## src/rtl/ssp_pkg.sv

```systemverilog
// Servo status packet parser: shared widths, status codes and types.
// Used by the framer, sequencer, top level and bench; depends on nothing.
`default_nettype none

package ssp_pkg;

    localparam int MAX_PARAMS = 16;
    localparam int PIDX_W     = $clog2(MAX_PARAMS);
    localparam int CNT_W      = $clog2(MAX_PARAMS + 3);
    localparam int TOTAL_W    = 5;

    localparam logic [7:0] MIN_LEN = 8'd2;
    localparam logic [7:0] MAX_LEN = 8'(MAX_PARAMS + 2);
    localparam logic [7:0] HDR_RESET = 8'hFF;

    localparam logic [1:0] ST_INCOMPLETE = 2'd0;
    localparam logic [1:0] ST_READY      = 2'd1;
    localparam logic [1:0] ST_BAD_LEN    = 2'd2;
    localparam logic [1:0] ST_BAD_SUM    = 2'd3;

    typedef struct packed {
        logic [1:0]         status;
        logic [7:0]         id;
        logic [7:0]         err;
        logic [TOTAL_W-1:0] total;
    } t_req;

    typedef struct packed {
        logic [1:0]         status;
        logic [7:0]         id;
        logic [7:0]         err;
        logic [TOTAL_W-1:0] total;
        logic [PIDX_W-1:0]  idx;
        logic [7:0]         value;
        logic               last;
    } t_result;

endpackage

`default_nettype wire

```

## src/rtl/ssp_param_ram.sv

```systemverilog
// Parameter byte store: one write port, one read port, registered read data.
// Generic; no package dependency.
`default_nettype none

module ssp_param_ram #(
    parameter int AW = 4,
    parameter int DW = 8
) (
    input  wire logic          i_clk,
    input  wire logic          i_we,
    input  wire logic [AW-1:0] i_waddr,
    input  wire logic [DW-1:0] i_wdata,
    input  wire logic          i_re,
    input  wire logic [AW-1:0] i_raddr,
    output logic      [DW-1:0] o_rdata
);

    logic [DW-1:0] r_mem [2**AW];
    logic [DW-1:0] r_rdata;

    always_ff @(posedge i_clk) begin
        if (i_we) begin
            r_mem[i_waddr] <= i_wdata;
        end
        if (i_re) begin
            r_rdata <= r_mem[i_raddr];
        end
    end

    assign o_rdata = r_rdata;

endmodule

`default_nettype wire

```

## src/rtl/ssp_framer.sv

```systemverilog
// Packet framing state machine: header hunt, id, length, body and checksum.
// Writes parameter bytes to the store and raises one result request per accepted byte.
// Depends on ssp_pkg.
`default_nettype none

module ssp_framer
    import ssp_pkg::*;
(
    input  wire logic              i_clk,
    input  wire logic              i_rst_n,
    input  wire logic              i_cfg_valid,
    input  wire logic [7:0]        i_cfg_data,
    input  wire logic              i_acc,
    input  wire logic [7:0]        i_byte,
    output logic                   o_we,
    output logic [PIDX_W-1:0]      o_waddr,
    output logic [7:0]             o_wdata,
    output t_req                   o_req
);

    localparam logic [2:0] PH_HDR1 = 3'd0;
    localparam logic [2:0] PH_HDR2 = 3'd1;
    localparam logic [2:0] PH_ID   = 3'd2;
    localparam logic [2:0] PH_LEN  = 3'd3;
    localparam logic [2:0] PH_BODY = 3'd4;

    logic [7:0]       r_hdr;
    logic [2:0]       r_phase, n_phase;
    logic [7:0]       r_id, n_id;
    logic [7:0]       r_len, n_len;
    logic [CNT_W-1:0] r_cnt, n_cnt;
    logic [7:0]       r_err, n_err;
    logic [7:0]       r_sum, n_sum;
    logic [CNT_W-1:0] cnt_inc;
    logic             is_hdr;

    assign is_hdr  = (i_byte == r_hdr);
    assign cnt_inc = r_cnt + CNT_W'(1);
    assign o_wdata = i_byte;

    always_comb begin
        n_phase = r_phase;
        n_id    = r_id;
        n_len   = r_len;
        n_cnt   = r_cnt;
        n_err   = r_err;
        n_sum   = r_sum;
        o_we    = 1'b0;
        o_waddr = PIDX_W'(cnt_inc - CNT_W'(2));
        o_req   = '{status: ST_INCOMPLETE, id: 8'd0, err: 8'd0, total: '0};
        unique case (r_phase)
            PH_HDR1: begin
                if (is_hdr) begin
                    n_phase = PH_HDR2;
                end
            end
            PH_HDR2: begin
                n_phase = is_hdr ? PH_ID : PH_HDR1;
            end
            PH_ID: begin
                if (!is_hdr) begin
                    n_id    = i_byte;
                    n_sum   = i_byte;
                    n_phase = PH_LEN;
                end
            end
            PH_LEN: begin
                n_cnt = '0;
                if (i_byte < MIN_LEN || i_byte > MAX_LEN) begin
                    n_phase      = is_hdr ? PH_HDR2 : PH_HDR1;
                    o_req.status = ST_BAD_LEN;
                end else begin
                    n_len   = i_byte;
                    n_sum   = r_sum + i_byte;
                    n_phase = PH_BODY;
                end
            end
            PH_BODY: begin
                n_cnt = cnt_inc;
                if (8'(cnt_inc) >= r_len) begin
                    n_phase = PH_HDR1;
                    n_cnt   = '0;
                    if (~r_sum != i_byte) begin
                        o_req.status = ST_BAD_SUM;
                    end else begin
                        o_req.status = ST_READY;
                        o_req.id     = r_id;
                        o_req.err    = r_err;
                        o_req.total  = TOTAL_W'(r_len - MIN_LEN);
                    end
                end else begin
                    n_sum = r_sum + i_byte;
                    if (cnt_inc == CNT_W'(1)) begin
                        n_err = i_byte;
                    end else begin
                        o_we = i_acc;
                    end
                end
            end
            default: begin
                n_phase = PH_HDR1;
                n_cnt   = '0;
            end
        endcase
    end

    always_ff @(posedge i_clk) begin
        if (!i_rst_n) begin
            r_hdr   <= HDR_RESET;
            r_phase <= PH_HDR1;
            r_cnt   <= '0;
        end else begin
            if (i_cfg_valid) begin
                r_hdr <= i_cfg_data;
            end
            if (i_acc) begin
                r_phase <= n_phase;
                r_cnt   <= n_cnt;
            end
        end
    end

    always_ff @(posedge i_clk) begin
        if (i_acc) begin
            r_id  <= n_id;
            r_len <= n_len;
            r_err <= n_err;
            r_sum <= n_sum;
        end
    end

endmodule

`default_nettype wire

```

## src/rtl/ssp_emitter.sv

```systemverilog
// Result sequencer: loads single results directly, drains parameter results from
// the store to the output register, one per cycle unless stalled. Needs ssp_pkg.
`default_nettype none

module ssp_emitter
    import ssp_pkg::*;
(
    input  wire logic              i_clk,
    input  wire logic              i_rst_n,
    input  wire logic              i_req_valid,
    input  wire t_req              i_req,
    output logic                   o_take_ok,
    output logic                   o_re,
    output logic [PIDX_W-1:0]      o_raddr,
    input  wire logic [7:0]        i_rdata,
    output logic                   o_valid,
    input  wire logic              i_ready,
    output t_result                o_result
);

    logic               r_out_v;
    t_result            r_out;
    logic               r_rd_v;
    logic [PIDX_W-1:0]  r_rd_idx;
    logic [PIDX_W-1:0]  r_idx;
    logic [TOTAL_W-1:0] r_left;
    logic [7:0]         r_id;
    logic [7:0]         r_err;
    logic [TOTAL_W-1:0] r_total;
    logic               multi;
    logic               load_ram;
    logic               issue;
    logic               out_free;

    assign multi     = (i_req.status == ST_READY) && (i_req.total != '0);
    assign out_free  = !r_out_v || i_ready;
    assign load_ram  = r_rd_v && out_free;
    assign issue     = (r_left != '0) && (!r_rd_v || load_ram);
    assign o_take_ok = (r_left == '0) && !r_rd_v && out_free;
    assign o_re      = issue;
    assign o_raddr   = r_idx;
    assign o_valid   = r_out_v;
    assign o_result  = r_out;

    always_ff @(posedge i_clk) begin
        if (!i_rst_n) begin
            r_out_v <= 1'b0;
            r_rd_v  <= 1'b0;
            r_left  <= '0;
        end else begin
            if (load_ram || (i_req_valid && !multi)) begin
                r_out_v <= 1'b1;
            end else if (i_ready) begin
                r_out_v <= 1'b0;
            end
            if (issue) begin
                r_rd_v <= 1'b1;
            end else if (load_ram) begin
                r_rd_v <= 1'b0;
            end
            if (i_req_valid && multi) begin
                r_left <= i_req.total;
            end else if (issue) begin
                r_left <= r_left - TOTAL_W'(1);
            end
        end
    end

    always_ff @(posedge i_clk) begin
        if (i_req_valid && multi) begin
            r_idx   <= '0;
            r_id    <= i_req.id;
            r_err   <= i_req.err;
            r_total <= i_req.total;
        end else if (issue) begin
            r_idx <= r_idx + PIDX_W'(1);
        end
        if (issue) begin
            r_rd_idx <= r_idx;
        end
        if (load_ram) begin
            r_out.status <= ST_READY;
            r_out.id     <= r_id;
            r_out.err    <= r_err;
            r_out.total  <= r_total;
            r_out.idx    <= r_rd_idx;
            r_out.value  <= i_rdata;
            r_out.last   <= ({1'b0, r_rd_idx} + TOTAL_W'(1)) == r_total;
        end else if (i_req_valid && !multi) begin
            r_out.status <= i_req.status;
            r_out.id     <= i_req.id;
            r_out.err    <= i_req.err;
            r_out.total  <= i_req.total;
            r_out.idx    <= '0;
            r_out.value  <= 8'd0;
            r_out.last   <= 1'b1;
        end
    end

endmodule

`default_nettype wire

```

## src/rtl/servo_status_packet_parser_core.sv

```systemverilog
// Servo status packet parser top level: framer, parameter store, sequencer.
// Depends on ssp_pkg, ssp_framer, ssp_param_ram and ssp_emitter.
//
//  channel  | direction | handshake                      | payload
//  ---------+-----------+--------------------------------+------------------------------
//  s_axis   | in        | s_axis_tvalid / s_axis_tready  | tdata: in_byte
//  m_axis   | out       | m_axis_tvalid / m_axis_tready  | tdata, tuser = status, tlast
//  cfg      | in        | i_cfg_valid / o_cfg_ready      | header_byte
//
// A byte that yields one result has it in the output register the next cycle.
// A good packet with N parameters yields N results from the parameter store
// through its registered read, one per cycle unless the output stalls; no
// byte is taken until the last of them is in the output register. Output
// stalls hold the sequencer and the input. Reset is synchronous, header 0xFF.
`default_nettype none

module servo_status_packet_parser_core
    import ssp_pkg::*;
(
    input  wire logic        i_clk,
    input  wire logic        i_rst_n,
    input  wire logic        s_axis_tvalid,
    output logic             s_axis_tready,
    input  wire logic [7:0]  s_axis_tdata,   // [7:0] in_byte
    output logic             m_axis_tvalid,
    input  wire logic        m_axis_tready,
    output logic [39:0]      m_axis_tdata,   // [7:0] packet_id, [15:8] error_field,
                                             // [20:16] param_total, [24:21] param_index,
                                             // [32:25] param_value, [39:33] zero
    output logic [1:0]       m_axis_tuser,   // [1:0] status
    output logic             m_axis_tlast,
    input  wire logic        i_cfg_valid,
    output logic             o_cfg_ready,
    input  wire logic [7:0]  i_cfg_data
);

    logic              acc;
    logic              we;
    logic [PIDX_W-1:0] waddr;
    logic [7:0]        wdata;
    logic              re;
    logic [PIDX_W-1:0] raddr;
    logic [7:0]        rdata;
    logic              take_ok;
    t_req              req;
    t_result           res;

    assign s_axis_tready = take_ok;
    assign acc           = s_axis_tvalid && take_ok;
    assign o_cfg_ready   = 1'b1;

    ssp_framer u_framer (
        .i_clk       (i_clk),
        .i_rst_n     (i_rst_n),
        .i_cfg_valid (i_cfg_valid),
        .i_cfg_data  (i_cfg_data),
        .i_acc       (acc),
        .i_byte      (s_axis_tdata),
        .o_we        (we),
        .o_waddr     (waddr),
        .o_wdata     (wdata),
        .o_req       (req)
    );

    ssp_param_ram #(
        .AW (PIDX_W),
        .DW (8)
    ) u_ram (
        .i_clk   (i_clk),
        .i_we    (we),
        .i_waddr (waddr),
        .i_wdata (wdata),
        .i_re    (re),
        .i_raddr (raddr),
        .o_rdata (rdata)
    );

    ssp_emitter u_emitter (
        .i_clk       (i_clk),
        .i_rst_n     (i_rst_n),
        .i_req_valid (acc),
        .i_req       (req),
        .o_take_ok   (take_ok),
        .o_re        (re),
        .o_raddr     (raddr),
        .i_rdata     (rdata),
        .o_valid     (m_axis_tvalid),
        .i_ready     (m_axis_tready),
        .o_result    (res)
    );

    assign m_axis_tdata = {7'd0, res.value, res.idx, res.total, res.err, res.id};
    assign m_axis_tuser = res.status;
    assign m_axis_tlast = res.last;

    a_stall_blocks_input: assert property (@(posedge i_clk) disable iff (!i_rst_n)
        m_axis_tvalid && !m_axis_tready |-> !s_axis_tready)
        else $error("input taken while a result is stalled");

    a_error_result_empty: assert property (@(posedge i_clk) disable iff (!i_rst_n)
        m_axis_tvalid && m_axis_tuser != ST_READY |-> m_axis_tlast && m_axis_tdata == '0)
        else $error("non-ready result carries packet fields");

    a_index_in_range: assert property (@(posedge i_clk) disable iff (!i_rst_n)
        m_axis_tvalid && m_axis_tuser == ST_READY && m_axis_tdata[20:16] != 5'd0
        |-> {1'b0, m_axis_tdata[24:21]} < m_axis_tdata[20:16])
        else $error("parameter index beyond parameter total");

endmodule

`default_nettype wire

```

## config.mk

```make
export PLATFORM = sky130hd
export DESIGN_NAME = servo_status_packet_parser_core
export DESIGN_NICKNAME = d
export VERILOG_FILES = /design/src/rtl/ssp_pkg.sv /design/src/rtl/ssp_param_ram.sv /design/src/rtl/ssp_framer.sv /design/src/rtl/ssp_emitter.sv /design/src/rtl/servo_status_packet_parser_core.sv
export SDC_FILE = /design/constraint.sdc
export NUM_CORES = 1
export LEC_CHECK = 0
export ABC_CLOCK_PERIOD_IN_PS = 7310
export BUFFER_PORTS_ARGS = -buffer_cell sky130_fd_sc_hd__buf_2
export CAP_MARGIN = 20
export CORE_AREA = 4 4 161 163
export CTS_BUF_LIST = sky130_fd_sc_hd__clkbuf_16
export DETAILED_ROUTE_END_ITERATION = 10
export DIE_AREA = 0 0 165 167
export PLACE_DENSITY = 0.6
export SLEW_MARGIN = 20
export SYNTH_ARGS = -nofsm -noshare
export SYNTH_HDL_FRONTEND = slang
export SYNTH_HIERARCHICAL = 1
export SYNTH_SLANG_ARGS = --single-unit
```

## constraint.sdc

```tcl
create_clock -name i_clk -period 7.31 [get_ports i_clk]
set_clock_uncertainty 0.15 [all_clocks]
set_input_delay 0.731 -clock i_clk [delete_from_list [all_inputs] [get_ports i_clk]]
set_output_delay 0.731 -clock i_clk [all_outputs]
set_load 0.005 [all_outputs]
```

==> flow_summary.yaml <==
setup_path:
  path_cells: "inv_1 > ha_1 > or4b_1 > nor3_1 > and2_1 > o211ai_1 > a21oi_2 > nor2b_1 > or3b_2 > nor2_1"
  rr_startpoint: "u_emitter/r_left[0]"
  crit_buf_inv: 1
  crit_required_ps: 7310
  r2r_cells: 10
  cp-start-kind: "flop"
  cp_slowest_cell: "nor2_1"
  crit_arrival_ps: 4480
  worstReg2RegEnd: "u_ram/r_mem[3][1]"
  critical_path.endpoint_type: "flop"
  crit_path_max_fanout: 15
  max_stage_delay_ps: 630
  criticalPathCategory: "reg2reg"
  regToRegSetupSlack_ps: 2830
  worst_path_dominant_cell_family: "simple AND/OR/NAND/NOR gates"
timing:
  tightestPinTransition_ps: 1100
  period_share_pct: 61.3
  slew_viol_final: 0
  setup_viol: 0
  relSlewSlack_pct: 25.9
  rsz0062_at_grt: "no"
  min_period_ps: 4480
  finalHoldViolations: 0
  setup_tns_ps: 0
  fmax_mhz: 223
power_and_ir_drop:
  total_power_mw: 3.36
  netSwitchingPower_uw: 781
  p_leak_nw: 4.35
  combPwrFrac_pct: 10.3
  intPower_mw: 2.58
  pwr-share-seq_pct: 53.3
  power_frac_clock_pct: 36.4
  power_switching_share_pct: 23.2
  ir_drop_v: 0.000167
  power_per_cell_area_nw_per_um2: 275
logic_synthesis:
  yosysSeqAreaShare_pct: 67.6
  synth_area_per_cell_um2: 14.7
  synth_ff_type: "edfxtp_1"
  synth_cell_types: 64
  ys_warn_count: 6
  async_flop_share_pct: 0
  synth_area_um2: 10900
  synth-edff-count: 227
  synth_area_leaders: "edfxtp_1 62%, dfxtp_1 5.3%, mux4_2 3.7%, nand2_1 3.5%, mux4_1 3.4%"
  synth_seq_cells: 256
  yosys.area.top_type: "edfxtp_1"
  synth_cells: 745
  synth_top_cell_area_share_pct: 62.3
clock_network:
  ctsResizeCount: 0
  cts_buffers: 27
  cts_root_buf: "clkbuf_16"
  cts_hold_buf: 0
  clock_sinks: 256
  cts_setup_buffers: 0
  clk_pin_slew_ps: 60
  cts_max_level: 1
  cts_tree: "built"
  cts_buffer_depth: 3
  clk_latency_ps: 530
floorplan:
  fp-row-count: 57
  core_area_um2: 24300
  dieHeight_um: 167
  start_util_pct: 45.0
  io_pins: 67
  die_area_um2: 27600
  die_w_um: 165
place:
  dp.cells: 1093
  placed_area_um2: 11400
  hpwl_mm: 14.0
  io_buffer_count: 58
  globalplace.congestion: 0.844
detailed_routing:
  num_vias: 6084
  wl_mm: 21.6
  ant_nets: 0
  first_pass_iters: 5
  avgViaCountPerCell: 5.34
  post_drt_wl_per_cell_um: 19.0
  drc: 0
  drt_iter0_markers: 404
run:
  drv_cap: 0
hold_path:
  min_to: "u_framer/r_hdr[3]"
  holdPathStages: 3
  hp-class: "in2reg"
  hold_start: "i_cfg_data[3]"
global_route:
  grt_max_degree: 37
  grt_overflow: 0
  grt_pass1_wl_mm: 34.6
  antenna_found_initial: 0
  grt_pass1_vias: 6116
  grtUsageTotal_pct: 16.0
finish:
  instances_no_fill: 1140
  fillers: 2074
  drive_gt1_share_pct: 15.7
  antenna_cells: 0
  utilization_pct: 50.2
  synthToLayoutAreaGrowth_pct: 11.6
  stdcell_area_um2: 12200
  finalNetCount: 839
run_status:
  status: "completed"
[power groups by stage]
stage / Combinational [mW] / Sequential, mW / Clock (mW)
2_1_floorplan: 0.189 / 1.83 / 0
3_3_place_gp: 0.341 / 1.82 / 0
3_5_place_dp: 0.348 / 1.82 / 0
4_1_cts: 0.350 / 1.79 / 1.26
5_1_grt: 0.392 / 1.81 / 1.33
6_report: 0.347 / 1.79 / 1.22
[worst max-delay path by stage]
stage / start / slack [ps] / depth (start not counted) / to
2_1_floorplan: u_framer/r_cnt[0] / 3080 / 15 / u_emitter/o_result[0]
3_3_place_gp: u_emitter/r_left[0] / 2800 / 10 / u_ram/r_mem[0][5]
3_5_place_dp: u_emitter/r_left[0] / 2610 / 10 / u_ram/r_mem[0][4]
4_1_cts: u_emitter/r_left[1] / 2600 / 10 / u_ram/r_mem[0][1]
5_1_grt: u_emitter/r_left[0] / 2410 / 10 / u_ram/r_mem[3][0]
6_report: u_emitter/r_left[0] / 2830 / 10 / u_ram/r_mem[3][1]
[registers in the layout (all words and copies together) (netlist names), 3 cells and up]
| register | flops |
|---|---|
| u_framer/r_cnt | 5 |
| u_emitter/r_err | 8 |
| u_emitter/r_left | 5 |
| u_emitter/r_rd_idx | 4 |
| u_framer/r_len | 8 |
| u_emitter/o_result | 36 |
| u_framer/r_hdr | 8 |
| u_framer/r_sum | 8 |
| u_ram/r_mem | 128 |
| u_emitter/r_total | 5 |
| u_emitter/r_id | 8 |
| u_framer/r_err | 8 |
| u_framer/r_id | 8 |
| u_ram/o_rdata | 8 |
| u_framer/r_phase | 3 |
| u_emitter/o_raddr | 4 |
[routing by layer]
layer	wire, um	vias to the layer above	track usage, %
li1	-	2872	-
met1	9610	3026	22.3
met2	10600	149	26.3
met3	1000	37	2.32
met4	454	0	4.59
met5	0	-	0
[cell families after synthesis]
kind of cell    synth area share [%]
flops                           67.6
compound gates                  5.11
xor+xnor                        2.38
mux                             7.99
fa+ha+maj                       2.35
simple gates                    11.0
other cells                   0.0686
buf+inv                         3.54
[cell type report]
type | count | area (um^2) | area share, %
Sequential cell | 256 | 7400 | 60.6
Multi-Input combinational cell | 425 | 3190 | 26.1
Clock buffer | 27 | 676 | 5.53
Tap cell | 324 | 405 | 3.32
Timing Repair Buffer | 62 | 320 | 2.62
Clock inverter | 20 | 120 | 0.984
Inverter | 26 | 97.6 | 0.799
[worst reg2reg max path: cells and delay by family, from the launching register on]
family / cells / cell delay, ps
and+or+nand+nor: 6 / 2870
buffers and inverters: 1 / 60
adders and majority gates: 1 / 210
DFF: 1 / 330
AOI/OAI and AO/OA: 2 / 490
[cell usage in the layout, fill, tap and decap left out, drive strengths merged, types with 2 or more instances in the layout]
cell type	n
nor2b	12
nor4	4
ha	19
a21o	2
and2b	2
nand2b	6
a22oi	19
xor2	17
nor2	35
nand2	102
o31ai	2
clkinvlp	2
edfxtp	227
a211o	2
a211oi	3
a21oi	21
mux2i	9
inv	32
nor3	13
dfxtp	29
mux4	32
and3	14
conb	8
nand3	17
clkinv	11
and2	26
xnor2	10
o211ai	5
or3	6
buf	62
nand3b	3
o21ai	13
clkbuf	27
[Yosys cell counts (2+ instances only)]
library cell	instances
nor4_1	4
and2_1	26
nor3_1	13
clkbuf_1	12
inv_1	24
a21oi_1	19
nand2_1	102
buf_4	18
o31ai_1	2
clkdlybuf4s25_2	3
dfxtp_1	29
a21o_1	2
mux4_1	14
nand3b_1	3
a211o_1	2
nor2b_1	12
a21oi_2	2
ha_1	19
or3_1	6
and3_1	14
edfxtp_1	227
o21ai_0	10
inv_2	2
nand3_1	17
nor2_1	35
nand2b_1	6
a211oi_1	3
buf_2	7
o211ai_1	3
xnor2_1	10
mux2i_1	9
conb_1	2
xor2_1	17
buf_6	4
mux4_2	18
a22oi_1	19
o21ai_1	3
[metrics by stage]
stage / worst slack, ps / hold slack, ps
final: 2830 / 274
after global routing: 2410 / 279
after CTS: 2600 / 244
after detailed placement: 2610 / 345
after global placement: 2800 / 325
after floorplan: 3080 / 312
Note: power is estimated with default switching activity, not from simulation.
